### src/sv/sewt_pkg.sv
// Shared types, register indexes and decision codes of the sleep eligibility wake timer.
package sewt_pkg;

	localparam int CFG_DATA_W = 31;
	localparam int CFG_IDX_W  = 3;

	localparam logic [CFG_IDX_W-1:0] CFG_BATTERY_MODE  = 3'd0;
	localparam logic [CFG_IDX_W-1:0] CFG_IDLE_THRESH   = 3'd1;
	localparam logic [CFG_IDX_W-1:0] CFG_HB_INTERVAL   = 3'd2;
	localparam logic [CFG_IDX_W-1:0] CFG_RTC_MARGIN    = 3'd3;
	localparam logic [CFG_IDX_W-1:0] CFG_MIN_SLEEP     = 3'd4;

	localparam logic [4:0] CODE_ELIGIBLE     = 5'd0;
	localparam logic [4:0] CODE_ALWAYS_AWAKE = 5'd1;
	localparam logic [4:0] CODE_BAD_CLOCK    = 5'd2;
	localparam logic [4:0] CODE_IDLE_SHORT   = 5'd3;
	localparam logic [4:0] CODE_BLOCKER_BASE = 5'd4;
	localparam logic [4:0] CODE_BUTTONS_HELD = 5'd20;
	localparam logic [4:0] CODE_DEADLINE_DUE = 5'd21;
	localparam logic [4:0] CODE_WINDOW_SHORT = 5'd22;

	localparam logic [30:0] RST_IDLE_THRESH = 31'd120000;
	localparam logic [16:0] RST_HB_INTERVAL = 17'd3600;

	typedef struct packed {
		logic        battery_mode;
		logic [30:0] idle_threshold_ms;
		logic [16:0] heartbeat_interval_s;
		logic [9:0]  rtc_margin_s;
		logic [11:0] min_sleep_s;
	} sewt_cfg_t;

	typedef struct packed {
		logic [4:0]  code;
		logic [63:0] now;
		logic [64:0] now_m;
		logic [64:0] now_min;
		logic [63:0] cfg_hb;
		logic [63:0] hb;
		logic        hb_zero;
		logic        hb_le_now;
		logic        task_nz;
		logic        task_le_now;
		logic [63:0] tw;
	} sewt_prep_t;

	typedef struct packed {
		logic [4:0]  code;
		logic [63:0] now;
		logic [64:0] now_min;
		logic        hb_zero;
		logic        hb_le_now;
		logic        task_nz;
		logic        task_le_now;
		logic [63:0] tw;
		logic [63:0] hw;
	} sewt_mid_t;

endpackage

### src/sv/sewt_prep.sv
// First decision stage: ordered early checks, deadline sums and task deadline margin.
module sewt_prep import sewt_pkg::*; (
	input  sewt_cfg_t   cfg,
	input  logic        clock_synced,
	input  logic [63:0] rtc_now_s,
	input  logic [15:0] blocker_flags,
	input  logic [31:0] uptime_ms,
	input  logic [31:0] last_activity_ms,
	input  logic        buttons_released,
	input  logic [63:0] heartbeat_due_s,
	input  logic [63:0] task_due_s,
	output sewt_prep_t  prep
);

	logic [31:0] elapsed;
	logic [64:0] cfg_hb;
	logic [64:0] now_m;
	logic [64:0] now_min;
	logic [4:0]  blk_code;
	logic [4:0]  code;

	assign elapsed = uptime_ms - last_activity_ms;
	assign cfg_hb  = {1'b0, rtc_now_s} + 65'(cfg.heartbeat_interval_s);
	assign now_m   = {1'b0, rtc_now_s} + 65'(cfg.rtc_margin_s);
	assign now_min = {1'b0, rtc_now_s} + 65'(cfg.min_sleep_s);

	// lowest set blocker bit wins
	always_comb begin
		blk_code = CODE_BLOCKER_BASE;
		for (int i = 15; i >= 0; i--) begin
			if (blocker_flags[i]) begin
				blk_code = CODE_BLOCKER_BASE + 5'(i);
			end
		end
	end

	always_comb begin
		priority if (!cfg.battery_mode) begin
			code = CODE_ALWAYS_AWAKE;
		end else if (!clock_synced || rtc_now_s == 64'd0) begin
			code = CODE_BAD_CLOCK;
		end else if (blocker_flags != 16'd0) begin
			code = blk_code;
		end else if (elapsed < {1'b0, cfg.idle_threshold_ms}) begin
			code = CODE_IDLE_SHORT;
		end else if (!buttons_released) begin
			code = CODE_BUTTONS_HELD;
		end else if (cfg_hb[64]) begin
			code = CODE_BAD_CLOCK;
		end else begin
			code = CODE_ELIGIBLE;
		end
	end

	assign prep.code        = code;
	assign prep.now         = rtc_now_s;
	assign prep.now_m       = now_m;
	assign prep.now_min     = now_min;
	assign prep.cfg_hb      = cfg_hb[63:0];
	assign prep.hb          = heartbeat_due_s;
	assign prep.hb_zero     = heartbeat_due_s == 64'd0;
	assign prep.hb_le_now   = heartbeat_due_s <= rtc_now_s;
	assign prep.task_nz     = task_due_s != 64'd0;
	assign prep.task_le_now = task_due_s <= rtc_now_s;
	assign prep.tw          = ({1'b0, task_due_s} > now_m) ?
		(task_due_s - 64'(cfg.rtc_margin_s)) : rtc_now_s;

endmodule

### src/sv/sleep_eligibility_wake_timer_core.sv
// Top level of the sleep eligibility wake timer: config registers and four-stage decision pipe.
// Path: a transaction passes the input register, then the prep, mid and result registers, where rsp_valid shows it.
// Throughput: one transaction per cycle; the pipe advances stage by stage under rsp_stall.
// Stages: input register, early checks and sums, heartbeat clamp and margin, result register.
// Reset: arst_n empties the pipe at once and loads the config registers with their defaults.
// Config writes take effect on the next edge and are meant to be made while the pipe is empty.
module sleep_eligibility_wake_timer_core import sewt_pkg::*; (
	input  logic                  clk,
	input  logic                  arst_n,
	input  logic                  cfg_we,
	input  logic [CFG_IDX_W-1:0]  cfg_index,
	input  logic [CFG_DATA_W-1:0] cfg_data,
	input  logic                  req_valid,
	output logic                  req_stall,
	input  logic                  clock_synced,
	input  logic [63:0]           rtc_now_s,
	input  logic [15:0]           blocker_flags,
	input  logic [31:0]           uptime_ms,
	input  logic [31:0]           last_activity_ms,
	input  logic                  buttons_released,
	input  logic [63:0]           heartbeat_due_s,
	input  logic [63:0]           task_due_s,
	output logic                  rsp_valid,
	input  logic                  rsp_stall,
	output logic                  may_sleep,
	output logic [4:0]            decision_code,
	output logic [63:0]           wake_time_s
);

	sewt_cfg_t cfg_q;

	logic        valid_s1, valid_s2, valid_s3, valid_s4;
	logic        adv_s1, adv_s2, adv_s3, adv_s4;

	logic        synced_s1;
	logic [63:0] now_s1;
	logic [15:0] blk_s1;
	logic [31:0] up_s1;
	logic [31:0] last_s1;
	logic        rel_s1;
	logic [63:0] hb_s1;
	logic [63:0] task_s1;

	sewt_prep_t  prep_d, prep_s2;
	sewt_mid_t   mid_d, mid_s3;

	logic [63:0] hb_eff;
	logic [63:0] at;
	logic [4:0]  code_d;

	logic        may_sleep_s4;
	logic [4:0]  code_s4;
	logic [63:0] wake_s4;

	always_ff @(posedge clk or negedge arst_n) begin
		if (!arst_n) begin
			cfg_q.battery_mode         <= 1'b0;
			cfg_q.idle_threshold_ms    <= RST_IDLE_THRESH;
			cfg_q.heartbeat_interval_s <= RST_HB_INTERVAL;
			cfg_q.rtc_margin_s         <= '0;
			cfg_q.min_sleep_s          <= '0;
		end else if (cfg_we) begin
			unique case (cfg_index)
				CFG_BATTERY_MODE: cfg_q.battery_mode         <= cfg_data[0];
				CFG_IDLE_THRESH:  cfg_q.idle_threshold_ms    <= cfg_data[30:0];
				CFG_HB_INTERVAL:  cfg_q.heartbeat_interval_s <= cfg_data[16:0];
				CFG_RTC_MARGIN:   cfg_q.rtc_margin_s         <= cfg_data[9:0];
				CFG_MIN_SLEEP:    cfg_q.min_sleep_s          <= cfg_data[11:0];
				default: ;
			endcase
		end
	end

	assign adv_s4    = !valid_s4 || !rsp_stall;
	assign adv_s3    = !valid_s3 || adv_s4;
	assign adv_s2    = !valid_s2 || adv_s3;
	assign adv_s1    = !valid_s1 || adv_s2;
	assign req_stall = !adv_s1;

	always_ff @(posedge clk or negedge arst_n) begin
		if (!arst_n) begin
			valid_s1 <= 1'b0;
			valid_s2 <= 1'b0;
			valid_s3 <= 1'b0;
			valid_s4 <= 1'b0;
		end else begin
			if (adv_s1) valid_s1 <= req_valid;
			if (adv_s2) valid_s2 <= valid_s1;
			if (adv_s3) valid_s3 <= valid_s2;
			if (adv_s4) valid_s4 <= valid_s3;
		end
	end

	always_ff @(posedge clk) begin
		if (adv_s1) begin
			synced_s1 <= clock_synced;
			now_s1    <= rtc_now_s;
			blk_s1    <= blocker_flags;
			up_s1     <= uptime_ms;
			last_s1   <= last_activity_ms;
			rel_s1    <= buttons_released;
			hb_s1     <= heartbeat_due_s;
			task_s1   <= task_due_s;
		end
	end

	sewt_prep u_prep (
		.cfg              (cfg_q),
		.clock_synced     (synced_s1),
		.rtc_now_s        (now_s1),
		.blocker_flags    (blk_s1),
		.uptime_ms        (up_s1),
		.last_activity_ms (last_s1),
		.buttons_released (rel_s1),
		.heartbeat_due_s  (hb_s1),
		.task_due_s       (task_s1),
		.prep             (prep_d)
	);

	always_ff @(posedge clk) begin
		if (adv_s2) prep_s2 <= prep_d;
	end

	// clamp the heartbeat to now + interval (a zero heartbeat takes that too), then take the margin off, not below now
	assign hb_eff = (prep_s2.hb_zero || prep_s2.hb > prep_s2.cfg_hb) ?
		prep_s2.cfg_hb : prep_s2.hb;

	always_comb begin
		mid_d.code        = prep_s2.code;
		mid_d.now         = prep_s2.now;
		mid_d.now_min     = prep_s2.now_min;
		mid_d.hb_zero     = prep_s2.hb_zero;
		mid_d.hb_le_now   = prep_s2.hb_le_now;
		mid_d.task_nz     = prep_s2.task_nz;
		mid_d.task_le_now = prep_s2.task_le_now;
		mid_d.tw          = prep_s2.tw;
		mid_d.hw          = ({1'b0, hb_eff} > prep_s2.now_m) ?
			(hb_eff - 64'(cfg_q.rtc_margin_s)) : prep_s2.now;
	end

	always_ff @(posedge clk) begin
		if (adv_s3) mid_s3 <= mid_d;
	end

	assign at = (mid_s3.task_nz && mid_s3.tw < mid_s3.hw) ? mid_s3.tw : mid_s3.hw;

	always_comb begin
		priority if (mid_s3.code != CODE_ELIGIBLE) begin
			code_d = mid_s3.code;
		end else if (!mid_s3.hb_zero && mid_s3.hb_le_now) begin
			code_d = CODE_DEADLINE_DUE;
		end else if (mid_s3.task_nz && mid_s3.task_le_now) begin
			code_d = CODE_DEADLINE_DUE;
		end else if (at <= mid_s3.now) begin
			code_d = CODE_DEADLINE_DUE;
		end else if ({1'b0, at} < mid_s3.now_min) begin
			code_d = CODE_WINDOW_SHORT;
		end else begin
			code_d = CODE_ELIGIBLE;
		end
	end

	always_ff @(posedge clk) begin
		if (adv_s4) begin
			may_sleep_s4 <= code_d == CODE_ELIGIBLE;
			code_s4      <= code_d;
			wake_s4      <= (code_d == CODE_ELIGIBLE) ? at : 64'd0;
		end
	end

	assign rsp_valid     = valid_s4;
	assign may_sleep     = may_sleep_s4;
	assign decision_code = code_s4;
	assign wake_time_s   = wake_s4;

	a_sleep_matches_code: assert property (@(posedge clk) disable iff (!arst_n)
		rsp_valid |-> (may_sleep == (decision_code == CODE_ELIGIBLE)))
		else $error("may_sleep disagrees with decision_code");

	a_wake_zero_when_awake: assert property (@(posedge clk) disable iff (!arst_n)
		rsp_valid && !may_sleep |-> wake_time_s == 64'd0)
		else $error("wake time set on a refused transaction");

	a_wake_armed: assert property (@(posedge clk) disable iff (!arst_n)
		rsp_valid && may_sleep |-> wake_time_s != 64'd0)
		else $error("sleep granted with no wake time");

	a_code_range: assert property (@(posedge clk) disable iff (!arst_n)
		rsp_valid |-> decision_code <= CODE_WINDOW_SHORT)
		else $error("decision code out of range");

	a_stall_only_when_full: assert property (@(posedge clk) disable iff (!arst_n)
		req_stall |-> valid_s1 && valid_s2 && valid_s3 && valid_s4 && rsp_stall)
		else $error("request stalled while the pipe has room");

endmodule
### config.mk
export PLATFORM = sky130hd
export DESIGN_NAME = sleep_eligibility_wake_timer_core
export DESIGN_NICKNAME = d
export VERILOG_FILES = /design/src/sv/sewt_pkg.sv /design/src/sv/sewt_prep.sv /design/src/sv/sleep_eligibility_wake_timer_core.sv
export SDC_FILE = /design/constraint.sdc
export NUM_CORES = 2
export LEC_CHECK = 0
export BUFFER_PORTS_ARGS = -buffer_cell sky130_fd_sc_hd__buf_2
export CELL_PAD_IN_SITES_DETAIL_PLACEMENT = 0
export CELL_PAD_IN_SITES_GLOBAL_PLACEMENT = 1
export CORE_MARGIN = 2
export CORE_UTILIZATION = 45
export DETAILED_ROUTE_END_ITERATION = 8
export PLACE_DENSITY = 0.82
export SLEW_MARGIN = 20
export SYNTH_ARGS = -nofsm -noshare
export SYNTH_HDL_FRONTEND = slang
export SYNTH_SLANG_ARGS = --single-unit
### constraint.sdc
create_clock -name clk -period 10.31 [get_ports clk]
set_input_delay 0.5155 -clock clk [delete_from_list [all_inputs] [get_ports clk]]
set_output_delay 0.5155 -clock clk [all_outputs]
set_load 0.01 [all_outputs]
; ---- Word-level counts from Yosys, hierarchy flattened
; Index checks and enable logic that the tools add are counted.
[totals]
reg_bits = 1080
input_bits = 313
elab_cells = 121
[op_classes]
n_addsub = 6
order_cmp = 9
n_eq_ne = 4
muxes = 30
bitwise_logic = 1
n_reduce_logical = 30
[op_table]
columns = cell, n
row1 = $mux W64, 4
row2 = $le A64 B64 Y1, 3
row3 = $gt A64 B65 Y1, 2
row4 = $logic_not A64 Y1, 2
row5 = $sub A64 B10 Y64, 2
row6 = $mux W5, 24
row7 = $add A64 B10 Y65, 1
row8 = $add A64 B12 Y65, 1
row9 = $add A64 B17 Y65, 1
row10 = $lt A64 B65 Y1, 1
row11 = $gt A64 B64 Y1, 1
row12 = $lt A64 B64 Y1, 1
row13 = $reduce_bool A64 Y1, 1
row14 = $lt A32 B31 Y1, 1
row15 = $sub A32 B32 Y32, 1
row16 = $reduce_bool A16 Y1, 1
row17 = $reduce_and A2 Y1, 5
row18 = $logic_not A1 Y1, 8
row19 = $eq A3 B2 Y1 const B, 2
row20 = $logic_or A1 B1 Y1, 6
row21 = $logic_not A5 Y1, 1
row22 = $reduce_bool A5 Y1, 1
row23 = $mux W2, 2
row24 = $eq A3 B1 Y1 const B, 1
row25 = 5 further kinds, 7

; ---- Depth between registers and ports, before layout
[logic_depth]
depth_word = 18
ltp_mapped = 27
ltp_nobuf = 25

; ---- Hierarchy
; From an unflattened synthesis, not the netlist that was laid out.
[hier_totals]
cells_unflattened = 5471
area_unflattened_um2 = 62630.1
[by_module_without_submodules]
columns = module, n_inst, cells_per_inst, area_each_um2, seq_area_each_um2
row1 = sleep_eligibility_wake_timer_core, 1, 3248, 46901.2, 32069.5
row2 = sewt_prep, 1, 2223, 15728.8, 0.0

; ---- Worst setup path before layout
; No wires, ideal clock.
[synth_timing]
kind = input to register
start = in rsp_stall
end = reg prep_s2, in the netlist mid_d[100], enable pin
t_arrival_ns = 7.072
required_time_ns = 7.419
slack_ns = 0.347
cell_stages = 2
n_path_buf = 0
path_cell_list = and3_1 nand2_1
[synth_via]
elab_chain_len = 4
[synth_lines]
columns = element, line
row1 = from (decl), sleep_eligibility_wake_timer_core.sv:24  ; input logic rsp_stall,
row2 = $logic_not A1 Y1, sleep_eligibility_wake_timer_core.sv:74  ; assign adv_s4 = !valid_s4 || !rsp_stall;
row3 = $logic_or A1 B1 Y1, sleep_eligibility_wake_timer_core.sv:74
row4 = $logic_or A1 B1 Y1, sleep_eligibility_wake_timer_core.sv:75  ; assign adv_s3 = !valid_s3 || adv_s4;
row5 = $logic_or A1 B1 Y1, sleep_eligibility_wake_timer_core.sv:76  ; assign adv_s2 = !valid_s2 || adv_s3;
row6 = named net adv_s2, sleep_eligibility_wake_timer_core.sv:33  ; logic adv_s1, adv_s2, adv_s3, adv_s4;
row7 = to (signal assigned), sleep_eligibility_wake_timer_core.sv:121  ; if (adv_s2) prep_s2 <= prep_d;
row8 = to (decl), sleep_eligibility_wake_timer_core.sv:44  ; sewt_prep_t prep_d, prep_s2;
; The timed path passes the listed nets, and every way through them passes these cells.
; A chain may end at the register's enable or synchronous reset.

==> flow_metrics.py <==
metrics = {
    "floorplanning": {
        "die_w_um": 371,
        "die_h_um": 371,
        "start_util_pct": 45.4,
        "die-area_mm2": 0.138,
        "pin_count": 385,
        "rows": 134,
        "core_mm2": 0.134,
    },
    "detailed_routing": {
        "dr_total_vias": 45300,
        "via_per_inst": 5.82,
        "routedWlPerCell_um": 29.4,
        "routed_wl_mm": 229,
        "drt_iter0_markers": 5453,
        "dr.pass1.iters": 5,
        "ant_nets": 0,
        "drc_errors": 0,
    },
    "global_routing": {
        "grt_max_degree": 129,
        "grt_pass1_vias": 44200,
        "antenna_found_initial": 40,
        "grt.overflow.total": 0,
        "grt_pass1_wl_mm": 320,
        "grt_usage_pct": 32.9,
    },
    "cells_and_area": {
        "num-nets-final": 6849,
        "fillCellCount": 11300,
        "design_area_mm2": 0.0722,
        "final-seq-area_mm2": 0.0321,
        "syn_to_final_growth_pct": 18.9,
        "final_cells": 7779,
        "drive_gt1_share_pct": 15.7,
        "multi_input_area_mm2": 0.0261,
        "final_util_pct": 54.0,
    },
    "timing": {
        "slew_viol_final": 0,
        "worst_pin_slew_ns": 1.14,
        "rsz0062_at_grt": "no",
        "fmax_ghz": 0.117,
        "finalCritPeriodShare_pct": 82.7,
        "fin_worst_skew_ns": 0.0575,
        "hold_viol": 0,
        "tns_ns": 0,
        "slew_headroom_pct": 21.5,
        "min_period_ns": 8.52,
        "setup_viol": 0,
    },
    "power": {
        "power_density_mw_per_mm2": 222,
        "power.switching_mw": 5.72,
        "vdd_drop_max_uv": 149,
        "p_seq_share_pct": 40.3,
        "power.share.switching_pct": 35.7,
        "power_frac_clock_pct": 27.2,
        "p_leak_nw": 30.2,
        "p_int_mw": 10.3,
        "comb_power_share_pct": 32.6,
    },
    "clock_tree": {
        "clock_sinks": 1080,
        "cts_buffer_depth": 3,
        "cts_max_level": 3,
        "cts_root_buf": "clkbuf_16",
        "ctsResizeCount": 0,
        "cts_buffers": 119,
        "clk_pin_slew_ns": 0.07,
        "clock_latency_ns": 0.79,
        "cts_tree": "done",
    },
    "setup_path": {
        "critPathCapture": "mid_s3[29]",
        "worstSetupEndpointType": "flop",
        "rr_worst_depth": 21,
        "cp_data_required_time_ns": 10.81,
        "cp-startpoint": "prep_s2[147]",
        "critPathBufInv": 3,
        "cp_num_cells": 21,
        "path_max_fanout": 110,
        "worst_ep_arrival_time_ns": 9.03,
        "path_cells": "inv_1 > ha_1 > nand4_1 > nor4_1 > o21ai_0 > a31oi_1 > nor4_1 > a21oi_4 > buf_12 > mux2_2 > ha_1 > nand4_1 > nor3_1 > nand2_1 > nor4_2 > nand3_1 > o211ai_1 > a211oi_1 > a41o_2 > buf_4 > mux2_2",
        "reg2reg_to": "mid_s3[29]",
        "r2r_slack_ns": 1.79,
        "cp_top_family": "simple AND/OR/NAND/NOR gates",
        "worst_r2r_startpoint": "prep_s2[147]",
        "slowest_delay_ns": 0.86,
        "cp_slowest_cell": "nor4_2",
        "start_kind": "flop",
        "critPathKind": "reg2reg",
    },
    "synthesis": {
        "synth_area_leaders": "edfxtp_1 (50%), ha_1 (13%), xnor2_1 (4.2%), mux2_2 (3.8%), inv_1 (3.6%)",
        "ys_warn_count": 0,
        "synth_top_area_cell": "edfxtp_1",
        "syn_inst": 5112,
        "synth.avg_cell_area_um2": 11.9,
        "async_flop_share_pct": 6.94,
        "ys.flop_type": "edfxtp_1",
        "synth_cell_types": 88,
        "ys_ff_latch": 1080,
        "yosysTopAreaCellShare_pct": 49.7,
        "synth_common_cells": "edfxtp_1 (1,005), ha_1 (630), inv_1 (584), xnor2_1 (289), nand2_1 (261)",
        "yosysSeqAreaShare_pct": 52.8,
        "synth_most_common_cell": "edfxtp_1",
        "synth_area_mm2": 0.0607,
        "syn_nets": 6061,
        "synth-edff-count": 1005,
    },
    "placed_design": {
        "dp_hpwl_mm": 179,
        "port_buffers": 384,
        "placed_cells": 7247,
        "dpl_cell_area_mm2": 0.0652,
        "gp_congestion": 1.03,
    },
    "outcome": {
        "status": "finished clean",
    },
    "flow_run": {
        "drv_cap": 0,
    },
    "worst_hold_path": {
        "hold_class": "in2reg",
    },
}
[routing by layer]
layer | GRT usage [%] | up-vias | wire, um
li1 | - | 20400 | -
met1 | 47.7 | 22200 | 99600
met2 | 48.5 | 2336 | 97400
met3 | 7.64 | 380 | 23600
met4 | 10.6 | 16 | 8260
met5 | 0 | - | 105
[kinds of logic after synthesis]
logic type | Yosys count | synth area share (%)
AOI/OAI and AO/OA | 761 | 7.87
xor gates and xnor gates | 335 | 4.83
and+or+nand+nor | 1286 | 11.1
adders and majority gates | 636 | 13.2
muxes | 318 | 5.73
DFF | 1080 | 52.8
buffers and inverters | 696 | 4.42
[flip-flops by register name (all words and copies together) (netlist names), 5 cells and up]
name and cells:
last_s1 32, prep_s2 193, wake_time_s 64, cfg_q 71
mid_d 202, blk_s1 16, task_s1 64, mid_s3 266
up_s1 32, now_s1 64, hb_s1 64, decision_code 5
[final cells by class]
cell class / instances / area share (%)
Inverter: 596 / 3.11
Clock inverter: 80 / 1.09
Tap cell: 1768 / 3.07
Antenna cell: 8 / 0.0277
Clock buffer: 144 / 4.38
Multi-Input combinational cell: 3336 / 36.1
Sequential cell: 1080 / 44.4
Timing Repair Buffer: 767 / 7.77
[power by group through the flow]
stage               sequential [mW]  clock [mW]  combinational (mW)
floorplan                      6.21           0                3.33
global placement               6.47           0                4.92
detailed placement             6.48           0                4.99
CTS                            6.39        4.39                5.13
global route                   6.48        4.54                5.68
finish                         6.44        4.35                5.21
[worst min-delay path, cell delays in order]
cell,delay (ns)
buf_2,0.14
nand2_1,0.06
o21ai_0,0.06
[through the flow]
step           setup WS, ns  hold slack (ns)  total power, mW
2_1_floorplan         0.347            0.220             9.54
5_1_grt                1.81           0.0383             16.7
3_3_place_gp           1.29            0.401             11.4
4_1_cts                2.09          0.00769             15.9
6_report               1.79           0.0548             16.0
3_5_place_dp           2.13            0.405             11.5
[timing repair]
item,4_1_cts,5_1_grt
setup buffers,0,0
hold buffers,299,0
endpoints found under the hold margin,364,0
[cells in the final DEF (no fill, tap or decap), drive strengths merged, types with 22 or more instances in the layout]
master,synthesis,layout
edfxtp,1005,1005
or3,44,44
buf,40,468
o21ai,181,181
xor2,46,46
nand3,104,104
mux2i,105,105
nor2,243,243
dlygate4sd3,0,299
mux2,213,213
o21a,35,35
a31oi,22,22
nor4,101,101
nand2b,46,46
a21oi,227,227
ha,630,630
or4,27,27
nor3,100,100
a21o,137,137
clkinv,10,56
and3,24,24
dfrtp,64,64
inv,586,595
a211oi,25,25
nor2b,115,115
nand2,261,261
clkbuf,60,144
nand4,144,144
xnor2,289,289
[worst min path at each step]
stage,endpoint,depth (start not counted),slack (ns),from
after CTS,cfg_q[67],3,0.008,cfg_data[28]
final,cfg_q[47],3,0.05,cfg_data[8]
after detailed placement,mid_s3[128],0,0.40,mid_d[128]
after global routing,cfg_q[48],3,0.04,cfg_data[9]
after floorplan,cfg_q[0],0,0.22,arst_n
after global placement,mid_s3[177],0,0.40,mid_d[177]
(Power assumes the default switching activity.)
